$ cat config.mk
export PLATFORM = sky130hd
export DESIGN_NAME = grid_3x3_mine_count
export DESIGN_NICKNAME = d
export VERILOG_FILES = /design/src/g3mc_pkg.sv /design/src/g3mc_csr.sv /design/src/g3mc_cell.sv /design/src/grid_3x3_mine_count.sv
export SDC_FILE = /design/constraint.sdc
export NUM_CORES = 1
export LEC_CHECK = 0
export ABC_AREA = 1
export BUFFER_PORTS_ARGS = -buffer_cell sky130_fd_sc_hd__clkbuf_2
export CAP_MARGIN = 20
export CORE_AREA = 2 2 201 203
export CTS_CLUSTER_SIZE = 28
export DETAILED_ROUTE_END_ITERATION = 10
export DIE_AREA = 0 0 203 205
export GPL_ROUTABILITY_DRIVEN = 0
export SYNTH_ARGS = -nofsm -noshare
export SYNTH_HDL_FRONTEND = slang
export SYNTH_SLANG_ARGS = --single-unit
export TNS_END_PERCENT = 50
$ cat constraint.sdc
create_clock -name clock -period 6.6 [get_ports clock]
set_input_delay 0.33 -clock clock [delete_from_list [all_inputs] [get_ports clock]]
set_output_delay 0.33 -clock clock [all_outputs]
set_load 0.03 [all_outputs]
$ cat src/g3mc_pkg.sv
// Shared types, constants and helpers of the 3x3 mine counter.
`default_nettype none

package g3mc_pkg;

   // register indexes on the configuration port
   localparam logic [1:0] REG_MARK_CHAR   = 2'd0;
   localparam logic [1:0] REG_ROW_COUNT   = 2'd1;
   localparam logic [1:0] REG_COL_COUNT   = 2'd2;

   localparam logic [7:0]  MARK_CHAR_RESET   = 8'd33;  // '!'
   localparam logic [12:0] ROW_COUNT_RESET   = 13'd1;
   localparam logic [5:0]  COL_COUNT_RESET   = 6'd1;
   localparam logic [12:0] MAX_ROWS          = 13'd4096;
   localparam logic [3:0]  MAX_COUNT         = 4'd9;

   typedef struct packed {
      logic [7:0]  mark_char;
      logic [12:0] row_count;
      logic [5:0]  col_count;
   } g3mc_cfg_type;

   // broadcast from the sequencer to every column cell
   typedef struct packed {
      logic       write;     // a word is being stored this cycle
      logic       clear;     // grid start: wipe every column
      logic       mine;      // mine bit of the incoming word
      logic [2:0] wr_slot;   // one-hot line slot of the incoming row
      logic [2:0] rd_mask;   // line slots that count for the target row
   } g3mc_cell_ctl_type;

   function automatic logic [1:0] slot_next(input logic [1:0] s);
      logic [1:0] n;
      n = (s == 2'd2) ? 2'd0 : s + 2'd1;
      return n;
   endfunction

   function automatic logic [1:0] slot_prev(input logic [1:0] s);
      logic [1:0] p;
      p = (s == 2'd0) ? 2'd2 : s - 2'd1;
      return p;
   endfunction

   function automatic logic [2:0] slot_bit(input logic [1:0] s);
      logic [2:0] b;
      b = 3'b001 << s;
      return b;
   endfunction

endpackage

`default_nettype wire

$ cat src/g3mc_csr.sv
// Configuration registers behind the APB-style port.
`default_nettype none

module g3mc_csr
   import g3mc_pkg::*;
(
   input  wire logic         clock,
   input  wire logic         reset,
   input  wire logic         psel,
   input  wire logic         penable,
   input  wire logic         pwrite,
   input  wire logic [3:0]   paddr,
   input  wire logic [31:0]  pwdata,
   output logic [31:0]       prdata,
   output logic              pready,
   output g3mc_cfg_type      cfg
);

   g3mc_cfg_type cfg_ff, cfg_in;
   logic [1:0]   reg_index;
   logic         wr_en;

   assign reg_index = paddr[3:2];
   assign pready    = 1'b1;
   assign wr_en     = psel && penable && pwrite && pready;

   always_comb begin
      cfg_in = cfg_ff;
      if (wr_en) begin
         unique case (reg_index)
            REG_MARK_CHAR:   cfg_in.mark_char   = pwdata[7:0];
            REG_ROW_COUNT:   cfg_in.row_count   = pwdata[12:0];
            REG_COL_COUNT:   cfg_in.col_count   = pwdata[5:0];
            default:         cfg_in             = cfg_ff;
         endcase
      end
   end

   always_comb begin
      unique case (reg_index)
         REG_MARK_CHAR:   prdata = {24'd0, cfg_ff.mark_char};
         REG_ROW_COUNT:   prdata = {19'd0, cfg_ff.row_count};
         REG_COL_COUNT:   prdata = {26'd0, cfg_ff.col_count};
         default:         prdata = 32'd0;
      endcase
   end

   always_ff @(posedge clock) begin
      if (reset) begin
         cfg_ff.mark_char   <= MARK_CHAR_RESET;
         cfg_ff.row_count   <= ROW_COUNT_RESET;
         cfg_ff.col_count   <= COL_COUNT_RESET;
      end else begin
         cfg_ff <= cfg_in;
      end
   end

   assign cfg = cfg_ff;

endmodule

`default_nettype wire

$ cat src/g3mc_cell.sv
// One column cell: three line slots of mine bits and its 3x3 count.
`default_nettype none

module g3mc_cell
   import g3mc_pkg::*;
(
   input  wire logic              clock,
   input  wire logic              reset,
   input  wire g3mc_cell_ctl_type ctl,
   input  wire logic              sel,       // this column takes the word
   input  wire logic              in_grid,   // column lies inside the grid
   input  wire logic [1:0]        left_sum,
   input  wire logic [1:0]        right_sum,
   output logic [1:0]             own_sum,
   output logic [3:0]             count
);

   logic [2:0] slots_ff, slots_in;
   logic [2:0] hits;
   logic [2:0] put;

   assign put = ctl.mine ? ctl.wr_slot : 3'b000;

   always_comb begin
      slots_in = slots_ff;
      if (ctl.write) begin
         if (ctl.clear) begin
            slots_in = sel ? put : 3'b000;
         end else if (sel) begin
            slots_in = (slots_ff & ~ctl.wr_slot) | put;
         end
      end
   end

   always_ff @(posedge clock) begin
      if (reset) begin
         slots_ff <= 3'b000;
      end else begin
         slots_ff <= slots_in;
      end
   end

   // vertical sum for the target row; zero outside the grid
   assign hits    = in_grid ? (slots_ff & ctl.rd_mask) : 3'b000;
   assign own_sum = 2'({1'b0, hits[0]} + {1'b0, hits[1]} + {1'b0, hits[2]});
   assign count   = 4'(left_sum) + 4'(own_sum) + 4'(right_sum);

endmodule

`default_nettype wire

$ cat src/grid_3x3_mine_count.sv
// Top level of the streamed 3x3 mine counter.
// An accepted item waits in the capture registers (cap_*, pend_ff); its results go to rsp
// through a single output register, one a cycle unless rsp_stall holds them. An item yields
// 0 to 4 results, and req_stall holds off new items until its results are all loaded.
// Typical rows give one result per item.
// Reset (synchronous): registers to their reset values, line store zero, position (0, 0).
`default_nettype none

module grid_3x3_mine_count
   import g3mc_pkg::*;
#(
   parameter int MAX_COLS = 32
)
(
   input  wire logic                   clock,
   input  wire logic                   reset,
   // input words
   input  wire logic                   req_valid,
   output logic                        req_stall,
   input  wire logic [7:0]             req_cell_char,
   // result words
   output logic                        rsp_valid,
   input  wire logic                   rsp_stall,
   output logic [11:0]                 rsp_row_index,
   output logic [((MAX_COLS > 1) ? $clog2(MAX_COLS) : 1)-1:0] rsp_col_index,
   output logic [3:0]                  rsp_neighbor_count,
   output logic                        rsp_last_of_run,
   output logic                        rsp_end_of_grid,
   // configuration
   input  wire logic                   psel,
   input  wire logic                   penable,
   input  wire logic                   pwrite,
   input  wire logic [3:0]             paddr,
   input  wire logic [31:0]            pwdata,
   output logic [31:0]                 prdata,
   output logic                        pready
);

   localparam int COL_W = (MAX_COLS > 1) ? $clog2(MAX_COLS) : 1;
   localparam int CW1   = COL_W + 1;   // wide enough to hold the column count itself

   // pending result codes, emitted lowest bit first
   localparam int PEND_ABOVE_LEFT = 0;  // (r-1, c-1)
   localparam int PEND_ABOVE_LAST = 1;  // (r-1, C-1)
   localparam int PEND_SAME_LEFT  = 2;  // (r, c-1) in the last row
   localparam int PEND_SAME_LAST  = 3;  // (r, C-1) on the final word

   // ---------------------------------------------------------------- config
   g3mc_cfg_type cfg;

   g3mc_csr u_csr (
      .clock   (clock),
      .reset   (reset),
      .psel    (psel),
      .penable (penable),
      .pwrite  (pwrite),
      .paddr   (paddr),
      .pwdata  (pwdata),
      .prdata  (prdata),
      .pready  (pready),
      .cfg     (cfg)
   );

   // clamp sizes into their legal ranges
   logic [12:0]    rows;
   logic [CW1-1:0] cols;
   logic [6:0]     col_cfg7;

   assign col_cfg7 = {1'b0, cfg.col_count};

   always_comb begin
      if (cfg.row_count == 13'd0) begin
         rows = 13'd1;
      end else if (cfg.row_count > MAX_ROWS) begin
         rows = MAX_ROWS;
      end else begin
         rows = cfg.row_count;
      end
      if (col_cfg7 == 7'd0) begin
         cols = CW1'(1);
      end else if (col_cfg7 > 7'(MAX_COLS)) begin
         cols = CW1'(MAX_COLS);
      end else begin
         cols = CW1'(col_cfg7);
      end
   end

   // ---------------------------------------------------------------- position
   logic [11:0]      in_row_ff, in_row_in;
   logic [COL_W-1:0] in_col_ff, in_col_in;
   logic [1:0]       in_slot_ff, in_slot_in;   // in_row mod 3

   logic [3:0]       pend_ff, pend_in;
   logic [3:0]       pick;
   logic [11:0]      cap_row_ff, cap_row_in;
   logic [COL_W-1:0] cap_col_ff, cap_col_in;
   logic [1:0]       cap_slot_ff, cap_slot_in;
   logic             rsp_valid_ff, rsp_valid_in;

   logic             accept;
   logic             out_of_grid;
   logic [11:0]      r;
   logic [COL_W-1:0] c;
   logic [1:0]       s;
   logic             mine;
   logic             r_first, c_first, r_last, c_last;
   logic [CW1-1:0]   c_plus1;

   assign req_stall = (pend_ff != 4'd0);
   assign accept    = req_valid && !req_stall;

   // a word stored outside the sizes now in force starts a new grid
   assign out_of_grid = ({1'b0, in_row_ff} >= rows) || ({1'b0, in_col_ff} >= cols);
   assign r = out_of_grid ? 12'd0 : in_row_ff;
   assign c = out_of_grid ? '0 : in_col_ff;
   assign s = out_of_grid ? 2'd0 : in_slot_ff;

   assign mine    = (req_cell_char == cfg.mark_char);
   assign r_first = (r == 12'd0);
   assign c_first = (c == '0);
   assign r_last  = ({1'b0, r} == rows - 13'd1);
   assign c_last  = ({1'b0, c} == cols - CW1'(1));
   assign c_plus1 = {1'b0, c} + CW1'(1);

   always_comb begin
      in_row_in   = in_row_ff;
      in_col_in   = in_col_ff;
      in_slot_in  = in_slot_ff;
      cap_row_in  = cap_row_ff;
      cap_col_in  = cap_col_ff;
      cap_slot_in = cap_slot_ff;
      pend_in     = pend_ff;
      if (accept) begin
         cap_row_in  = r;
         cap_col_in  = c;
         cap_slot_in = s;
         pend_in[PEND_ABOVE_LEFT] = !r_first && !c_first;
         pend_in[PEND_ABOVE_LAST] = !r_first && c_last;
         pend_in[PEND_SAME_LEFT]  = r_last && !c_first;
         pend_in[PEND_SAME_LAST]  = r_last && c_last;
         // advance the raster position
         if (c_plus1 < cols) begin
            in_row_in  = r;
            in_col_in  = COL_W'(c_plus1);
            in_slot_in = s;
         end else if (!r_last) begin
            in_row_in  = r + 12'd1;
            in_col_in  = '0;
            in_slot_in = slot_next(s);
         end else begin
            in_row_in  = 12'd0;
            in_col_in  = '0;
            in_slot_in = 2'd0;
         end
      end else if (pend_ff != 4'd0 && (!rsp_valid_ff || !rsp_stall)) begin
         pend_in = pend_ff & ~pick;
      end
   end

   // ---------------------------------------------------------------- result pick
   logic             tgt_above;
   logic [11:0]      tgt_row;
   logic [COL_W-1:0] tgt_col;
   logic [2:0]       rd_mask;
   logic [1:0]       ps;

   // lowest pending result goes first
   assign pick = pend_ff & (~pend_ff + 4'd1);
   assign tgt_above = pick[PEND_ABOVE_LEFT] || pick[PEND_ABOVE_LAST];
   assign ps = slot_prev(cap_slot_ff);

   always_comb begin
      tgt_row = tgt_above ? cap_row_ff - 12'd1 : cap_row_ff;
      if (pick[PEND_ABOVE_LEFT] || pick[PEND_SAME_LEFT]) begin
         tgt_col = cap_col_ff - COL_W'(1);
      end else begin
         tgt_col = COL_W'(cols - CW1'(1));
      end
      // slots of the rows around the target that lie inside the grid
      if (tgt_above) begin
         rd_mask = slot_bit(ps) | slot_bit(cap_slot_ff);
         if (cap_row_ff >= 12'd2) begin
            rd_mask = rd_mask | slot_bit(slot_prev(ps));
         end
      end else begin
         rd_mask = slot_bit(cap_slot_ff);
         if (cap_row_ff != 12'd0) begin
            rd_mask = rd_mask | slot_bit(ps);
         end
         if ({1'b0, cap_row_ff} + 13'd1 < rows) begin
            rd_mask = rd_mask | slot_bit(slot_next(cap_slot_ff));
         end
      end
   end

   // ---------------------------------------------------------------- cell chain
   g3mc_cell_ctl_type ctl;
   logic [1:0]        sums   [MAX_COLS];
   logic [3:0]        counts [MAX_COLS];

   assign ctl.write   = accept;
   assign ctl.clear   = r_first && c_first;
   assign ctl.mine    = mine;
   assign ctl.wr_slot = slot_bit(s);
   assign ctl.rd_mask = rd_mask;

   for (genvar k = 0; k < MAX_COLS; k++) begin : g_col
      logic [1:0] left_sum, right_sum;

      if (k == 0) begin : g_lft
         assign left_sum = 2'd0;
      end else begin : g_lft
         assign left_sum = sums[k-1];
      end
      if (k == MAX_COLS - 1) begin : g_rgt
         assign right_sum = 2'd0;
      end else begin : g_rgt
         assign right_sum = sums[k+1];
      end

      g3mc_cell u_cell (
         .clock     (clock),
         .reset     (reset),
         .ctl       (ctl),
         .sel       (c == COL_W'(k)),
         .in_grid   (CW1'(k) < cols),
         .left_sum  (left_sum),
         .right_sum (right_sum),
         .own_sum   (sums[k]),
         .count     (counts[k])
      );
   end

   // ---------------------------------------------------------------- output register
   logic [11:0]      rsp_row_ff, rsp_row_in;
   logic [COL_W-1:0] rsp_col_ff, rsp_col_in;
   logic [3:0]       rsp_cnt_ff, rsp_cnt_in;
   logic             rsp_last_ff, rsp_last_in;
   logic             rsp_end_ff, rsp_end_in;
   logic             load;

   assign load = (pend_ff != 4'd0) && (!rsp_valid_ff || !rsp_stall);

   always_comb begin
      rsp_valid_in = rsp_valid_ff;
      rsp_row_in   = rsp_row_ff;
      rsp_col_in   = rsp_col_ff;
      rsp_cnt_in   = rsp_cnt_ff;
      rsp_last_in  = rsp_last_ff;
      rsp_end_in   = rsp_end_ff;
      if (load) begin
         rsp_valid_in = 1'b1;
         rsp_row_in   = tgt_row;
         rsp_col_in   = tgt_col;
         rsp_cnt_in   = counts[tgt_col];
         rsp_last_in  = ((pend_ff & ~pick) == 4'd0);
         rsp_end_in   = ({1'b0, tgt_row} == rows - 13'd1)
                        && ({1'b0, tgt_col} == cols - CW1'(1));
      end else if (!rsp_stall) begin
         // drop the word once taken
         rsp_valid_in = 1'b0;
      end
   end

   always_ff @(posedge clock) begin
      if (reset) begin
         in_row_ff    <= 12'd0;
         in_col_ff    <= '0;
         in_slot_ff   <= 2'd0;
         pend_ff      <= 4'd0;
         rsp_valid_ff <= 1'b0;
      end else begin
         in_row_ff    <= in_row_in;
         in_col_ff    <= in_col_in;
         in_slot_ff   <= in_slot_in;
         pend_ff      <= pend_in;
         rsp_valid_ff <= rsp_valid_in;
      end
   end

   // payload: hold while stalled, no reset
   always_ff @(posedge clock) begin
      cap_row_ff  <= cap_row_in;
      cap_col_ff  <= cap_col_in;
      cap_slot_ff <= cap_slot_in;
      rsp_row_ff  <= rsp_row_in;
      rsp_col_ff  <= rsp_col_in;
      rsp_cnt_ff  <= rsp_cnt_in;
      rsp_last_ff <= rsp_last_in;
      rsp_end_ff  <= rsp_end_in;
   end

   assign rsp_valid          = rsp_valid_ff;
   assign rsp_row_index      = rsp_row_ff;
   assign rsp_col_index      = rsp_col_ff;
   assign rsp_neighbor_count = rsp_cnt_ff;
   assign rsp_last_of_run    = rsp_last_ff;
   assign rsp_end_of_grid    = rsp_end_ff;

endmodule

`default_nettype wire

== Word-level counts from Yosys, hierarchy flattened ==
Index checks and enable logic that the tools add are counted.

* Flip-flop bits (word level): 189
* Bits of input ports: 51
* Word-level logic and storage cells: 633
* Output and inout bits: 58

* Bitwise gates (word level): 105
* Shifts and indexed selects: 5
* Reduce and logical (&&, ||, !) cells: 97
* Add/sub/neg operators: 137
* Mux-type cells: 160
* Equal/unequal tests: 41
* $lt $le $gt $ge: 40

{| class="wikitable"
|+ Operators with widths
! cell !! count
|-
| 2-to-1 mux 3 bit || 134
|-
| bitwise AND 3 bit || 64
|-
| adder 4 x 2 -> 4 bit || 30
|-
| OR 3 bit || 35
|-
| < comparator 5 x 6 -> 1 bit, first input constant || 16
|-
| adder 2 x 2 -> 3 bit || 31
|-
| equality test 5 bit, second input constant || 16
|-
| AND reduction 2 bit || 35
|-
| nonzero test 2 bit || 33
|-
| adder 1 x 1 -> 2 bit || 32
|-
| adder 2 x 1 -> 2 bit || 32
|-
| < comparator 4 x 6 -> 1 bit, first input constant || 8
|-
| 2-to-1 mux 12 bit || 4
|-
| equality test 5 x 4 -> 1 bit, second input constant || 8
|-
| one-hot mux 13 bit (3 select lines) || 1
|-
| equality test 12 x 13 -> 1 bit || 2
|-
| 2-to-1 mux 13 bit || 2
|-
| < comparator 3 x 6 -> 1 bit, first input constant || 4
|-
| binary-select mux 4 bit (select 5 bit) || 1
|-
| equality test 5 x 3 -> 1 bit, second input constant || 4
|-
| 2-to-1 mux 4 bit || 4
|-
| 2-to-1 mux 5 bit || 3
|-
| << shifter 1 x 2 -> 3 bit, first input constant || 5
|-
| 2-to-1 mux 2 bit || 7
|-
| 44 further kinds || 74
|}

== Logic depth before layout (Yosys ltp) ==
* Depth after elaboration: 18
* Gate-level depth with buffers: 40
* Depth with buffers taken out: 38

== Cells and area by module ==
From an unflattened synthesis, not the netlist that was laid out.

* Cells, all modules: 3,273
* Area total of the unflattened synthesis: 20,430.8 um2

{| class="wikitable"
|+ Modules (own cells, without submodules)
! module !! instances !! area an instance (um2) !! cells each !! sequential area each (um2)
|-
| g3mc_cell || 32 || 361.6 || 59 || 60.1
|-
| grid_3x3_mine_count || 1 || 7,407.1 || 1,158 || 1,741.7
|-
| g3mc_csr || 1 || 1,452.6 || 227 || 540.5
|}

== Worst setup path before layout ==
OpenSTA, ideal clock, no wires.

* Path type: flip-flop to flip-flop
* From: reg cap_row_ff[5]
* To: reg rsp_cnt_ff[1] (netlist: rsp_neighbor_count[1]) (data pin)
* Clock period less this slack: 5,447 ps
* Data arrival time: 5,183 ps
* Cell stages (with the launch flop): 25
* Required time: 6,336 ps
* Path buffers: 2
* Slack: 1,153 ps
* Setup time: 264 ps
* Path through: edfxtp_1 clkbuf_1 nand2_1 nor4_1 nand3_1 xor2_1 inv_1 ha_1 inv_1 nor3_1 nand3_1 nand3_1 o221ai_1 o21ai_1 clkbuf_1 nor2_1 fa_1 fa_1 ha_1 fa_1 fa_1 o21ai_0 o211ai_1 o211ai_1 a31oi_1

* Longest elaborated chain between the ends: 15
* Elaborated cells on any way between the ends: 202
* Classes of those cells: add/sub (126); order compare (2); mux (40); bitwise (33); reduce/logical (1)

{| class="wikitable"
|+ Ends and longest elaborated chain
! item !! line !! text
|-
| start, declared || grid_3x3_mine_count.sv:95 || <nowiki>logic [11:0] cap_row_ff, cap_row_in;</nowiki>
|-
| start signal, assigned || grid_3x3_mine_count.sv:283 || <nowiki>cap_row_ff <= cap_row_in;</nowiki>
|-
| branches (longest 5 deep; another with adder 12 x 1 -> 13 bit) || n/a ||
|-
| 2-to-1 mux 3 bit * || grid_3x3_mine_count.sv:180 || <nowiki>if (tgt_above) begin</nowiki>
|-
| bitwise AND 3 bit || g3mc_cell.sv:44 || <nowiki>assign hits = in_grid ? (slots_ff & ctl.rd_mask) : 3'b000;</nowiki>
|-
| 2-to-1 mux 3 bit || g3mc_cell.sv:44 ||
|-
| adder 1 x 1 -> 2 bit || g3mc_cell.sv:45 || <nowiki>assign own_sum = 2'({1'b0, hits[0]} + {1'b0, hits[1]} + {1'b0, hits[2]});</nowiki>
|-
| adder 2 x 1 -> 2 bit || g3mc_cell.sv:45 ||
|-
| adder 2 x 2 -> 3 bit || g3mc_cell.sv:46 || <nowiki>assign count = 4'(left_sum) + 4'(own_sum) + 4'(right_sum);</nowiki>
|-
| adder 4 x 2 -> 4 bit || g3mc_cell.sv:46 ||
|-
| binary-select mux 4 bit (select 5 bit) * || grid_3x3_mine_count.sv:255 || <nowiki>rsp_cnt_in = counts[tgt_col];</nowiki>
|-
| 2-to-1 mux 4 bit (implied by the code) * (2 in a row) || grid_3x3_mine_count.sv:255 ||
|-
| end signal, assigned || grid_3x3_mine_count.sv:288 || <nowiki>rsp_cnt_ff <= rsp_cnt_in;</nowiki>
|-
| end, declared || grid_3x3_mine_count.sv:237 || <nowiki>logic [3:0] rsp_cnt_ff, rsp_cnt_in;</nowiki>
|}

Mark *: on every way between the ends. The select of a mux whose other input is x is not followed.
A chain may end at the register's enable or synchronous reset.

== Final worst setup path ==
* From: reg cap_row_ff[0]
* To: reg rsp_cnt_ff[1] (netlist: rsp_neighbor_count[1]) (data pin)

The elaborated chain is that of the path after synthesis.

==> impl_table.tex <==
\begin{tabular}{lr}
\hline
Metric & Value \\
\hline
\multicolumn{2}{l}{\textbf{STA}} \\
Slew at the pin closest to its max-slew limit & roughly 940 ps \\
Worst hold slack & 143 ps \\
Rel. slew slack & 0.375 \\
Setup ws final & between 400 and 500 ps \\
Highest Clock Rate & approximately 160 MHz \\
Min Clock Period, post-route & 6110 ps \\
Worst clock skew on the final layout & between 15 and 20 ps \\
Post-route clock period utilization & 0.926 \\
Final-report hold violation count & 0 \\
Setup-violating endpoint count in the final report & 0 \\
Unrepaired setup endpoints after global routing & no \\
Total Neg Setup Slack & 0 ps \\
Max-slew violation total from the final report & 0 \\
\multicolumn{2}{l}{\textbf{Pwr}} \\
Static Leakage & just under 9 nW \\
Proportion of total power due to net switching & 0.508 \\
Internal power & roughly 2.9 mW \\
Peak ir drop on the vdd network & 0.000606 V \\
Share of total power in sequential cells & 0.275 \\
Power per cell area & $\sim$310 mW/mm2 \\
Net switching power of the design & slightly below 3 mW \\
Sum of internal, switching and leakage power & 5.87 mW \\
Combinational group share of total power & 0.549 \\
Fraction of power consumed by the clock network & 0.176 \\
\multicolumn{2}{l}{\textbf{Critical path}} \\
Crit Reg-Reg Startpoint & cap\_row\_ff[0] \\
Cell with the most instances on the worst path & nand2\_1 \\
Crit start category & flop \\
Critical Path End & rsp\_neighbor\_count[1] \\
Crit-path max cell delay & 510 ps \\
Crit path max-delay cell type & fa\_1 \\
Crit end category & flop \\
Data required time at the worst endpoint & 6800 ps \\
Data arrival time of the critical path & around 6300 ps \\
Worst Path Max Fanout & 30 \\
Classification of the worst setup path & flop to flop \\
Origin of the worst setup path & cap\_row\_ff[0] \\
Worst r2r path cells & 28 \\
R2R Setup Slk & about 500 ps \\
Endpoint of the worst-slack reg-to-reg timing path & rsp\_neighbor\_count[1] \\
\multicolumn{2}{l}{\textbf{Route}} \\
DRC viols & 0 \\
Average wire per cell in the routed design & approximately 17 um \\
Via-to-Cell Ratio & around 5.4 \\
Via total after detailed routing & 16800 \\
Number of violations reported at the end of detailed-routing iteration 0 & roughly 1400 \\
Total detailed-routing wirelength & 53600 um \\
Post-detailed-route count of antenna-violating nets & 0 \\
Number of iterations in the first detailed-routing pass & 6 \\
\multicolumn{2}{l}{\textbf{Clock tree}} \\
Root buffer cell & clkbuf\_16 \\
Clock slew at the register clock pins of the worst setup and hold paths & around 80 ps \\
Clock tree sinks & roughly 190 \\
Post-CTS repair timing setup buffer count & 0 \\
Maximum level of the CTS H-tree & 4 \\
Total CTS buffers & 17 \\
TritonCTS clock tree & built \\
Worst-Skew Late Latency & 460 ps \\
Longest Clk Path Bufs & 2 \\
\multicolumn{2}{l}{\textbf{Global routing}} \\
Antenna violations before repair & 0 \\
GRT Resource Usage Total & 0.263 \\
Remaining global-route overflow & 0 \\
First-pass GRT wire length & around 86000 um \\
Largest net degree at the start of global routing & between 70 and 80 \\
Number of global-route vias before repair & around 16000 \\
\multicolumn{2}{l}{\textbf{Final layout}} \\
Filler cell count & a little under 4000 \\
FF/Latch Area & 0.00420 mm2 \\
Count of inserted antenna diode cells & 0 \\
Multi-input gate area in the final layout & about 0.012 mm2 \\
Fin nets & between 2000 and 3000 \\
Fraction of final layout cells sized beyond drive strength 1 & 0.0836 \\
Relative area change from synthesis to final layout & 8.39\% \\
\multicolumn{2}{l}{\textbf{Synth}} \\
Largest area contributor in the netlist & dfxtp\_1 \\
Share of synthesized registers carrying an async set or reset & 0 \\
Most instantiated cells after synthesis & 532 x nand2\_1, 344 x nor2\_1, 316 x inv\_1 \\
Main area contributors after synthesis & dfxtp\_1 17\%, nand2\_1 11\%, fa\_1 11\%, ha\_1 10\%, nor2\_1 7.4\% \\
Leading cell type by number of instances after synthesis & nand2\_1 \\
Cell count after synthesis & around 2500 \\
Share of synthesized area occupied by flip-flops and latches & 0.240 \\
Post-synth EDFFs & between 40 and 50 \\
Synth Cell Area & 0.0175 mm2 \\
Most frequently used flop master after synthesis & dfxtp\_1 \\
Synth warn & 0 \\
Mean Syn Cell Area & between 6 and 7 um2 \\
Count of distinct cell types in the synthesized netlist & 53 \\
Top-area cell type share of the netlist area & 0.168 \\
Synthesized flop and latch total & between 150 and 200 \\
\multicolumn{2}{l}{\textbf{Flow run}} \\
Number of max-cap violations & 0 \\
\multicolumn{2}{l}{\textbf{Floorplan}} \\
Horizontal extent of the die & between 200 and 250 um \\
Total die area & 0.0416 mm2 \\
Ports placed on the boundary & between 100 and 150 \\
Die extent in y & 205 um \\
Cell Rows & 73 \\
Initial cell density of the core & 0.445 \\
Area of the core & $\sim$0.039 mm2 \\
\multicolumn{2}{l}{\textbf{Placed design}} \\
Placed wire-length estimate after detailed placement & approximately 40000 um \\
Number of port buffers & between 60 and 70 \\
Post-Place Setup Slack & between 400 and 500 ps \\
\multicolumn{2}{l}{\textbf{Hold path}} \\
Path category of the worst min-delay check & input pin to flop \\
\multicolumn{2}{l}{\textbf{Run status}} \\
Outcome & finished clean \\
\hline
\end{tabular}
[routing by layer]
| metal | track usage | part of all wire | vias up |
|---|---|---|---|
| li1 | - | - | 8179 |
| met1 | 0.361 | 0.46 | 7964 |
| met2 | 0.424 | 0.45 | 536 |
| met3 | 0.0414 | 0.069 | 71 |
| met4 | 0.0813 | 0.022 | 0 |
| met5 | 0 | 0 | - |
[timing repair]
action,CTS,global route
setup endpoints to repair,0,2
hold buffers,0,0
gates resized for setup,0,1
[worst min path at each step]
stage | startpoint | endpoint | slack [ps] | depth (start not counted)
after floorplan | flop | flop | 440 | 2
final | pwdata[6] | u_csr.cfg[12] | 140 | 3
after detailed placement | flop | flop | 450 | 2
after global routing | pwdata[6] | u_csr.cfg[12] | 150 | 3
after CTS | pwdata[6] | u_csr.cfg[12] | 120 | 3
after global placement | flop | flop | 450 | 2
[power by group through the flow]
stage                     sequential (mW)  clock, mW  combinational (mW)
after floorplan                      1.71          0                2.28
after global placement               1.63          0                3.09
after detailed placement             1.64          0                3.15
after CTS                            1.61       1.05                3.16
after global routing                 1.64       1.09                3.57
final                                1.61       1.03                3.22
[placed cells by master, fill, tap and decap left out, types with 6 or more instances in the layout]
| master | n |
|---|---|
| buf_4 | 52 |
| xnor2_1 | 21 |
| nand2_2 | 6 |
| or2_2 | 7 |
| nor3b_1 | 7 |
| nor3_1 | 56 |
| a21oi_2 | 11 |
| o22ai_1 | 8 |
| nand2_1 | 531 |
| xor2_1 | 43 |
| clkbuf_16 | 17 |
| ha_1 | 147 |
| nor2_1 | 343 |
| inv_2 | 9 |
| edfxtp_1 | 42 |
| conb_1 | 20 |
| fa_1 | 93 |
| nor2_2 | 8 |
| clkinv_2 | 6 |
| nand3_2 | 7 |
| nand3_1 | 172 |
| dfxtp_1 | 147 |
| inv_1 | 314 |
| a21oi_1 | 156 |
| o21ai_0 | 114 |
| clkinv_1 | 6 |
| o211ai_1 | 20 |
| a31oi_1 | 6 |
| nand4_1 | 47 |
| clkbuf_2 | 67 |
| o221ai_1 | 18 |
[metrics by stage]
step           cell area, um2  std cells   util
6_report                19000       3084  0.483
5_1_grt                 19000       3084  0.483
4_1_cts                 19000       3084  0.483
3_5_place_dp            18400       3052  0.468
3_3_place_gp            18400       3051  0.468
2_1_floorplan           17600       2527      -
[layout make-up]
class,instances,share of cell area
multi-input cells,1886,0.608
flip-flops and latches,189,0.221
inverters,330,0.0653
repair buffers,122,0.0414
well taps,525,0.0346
clock buffers,19,0.0233
clock inverters,13,0.00593
[cells by family after synthesis]
kind of cell / Yosys count / share of synthesized area
adder cells (fa/ha/maj): 240 / 0.211
AO/OA/AOI/OAI: 362 / 0.119
other: 2 / 0.000428
XOR/XNOR: 64 / 0.0320
buffers and inverters: 452 / 0.106
flip-flops: 189 / 0.240
AND/OR/NAND/NOR: 1200 / 0.291
[worst max-delay path, delay by kind of cell (launching register included)]
family          cells  cell delay [ps]
simple gates       11             1530
compound gates      6             1120
xor+xnor            1              170
buf+inv             4              380
fa+ha+maj           6             2250
flops               1              380
Note: power is estimated with default switching activity, not from simulation.
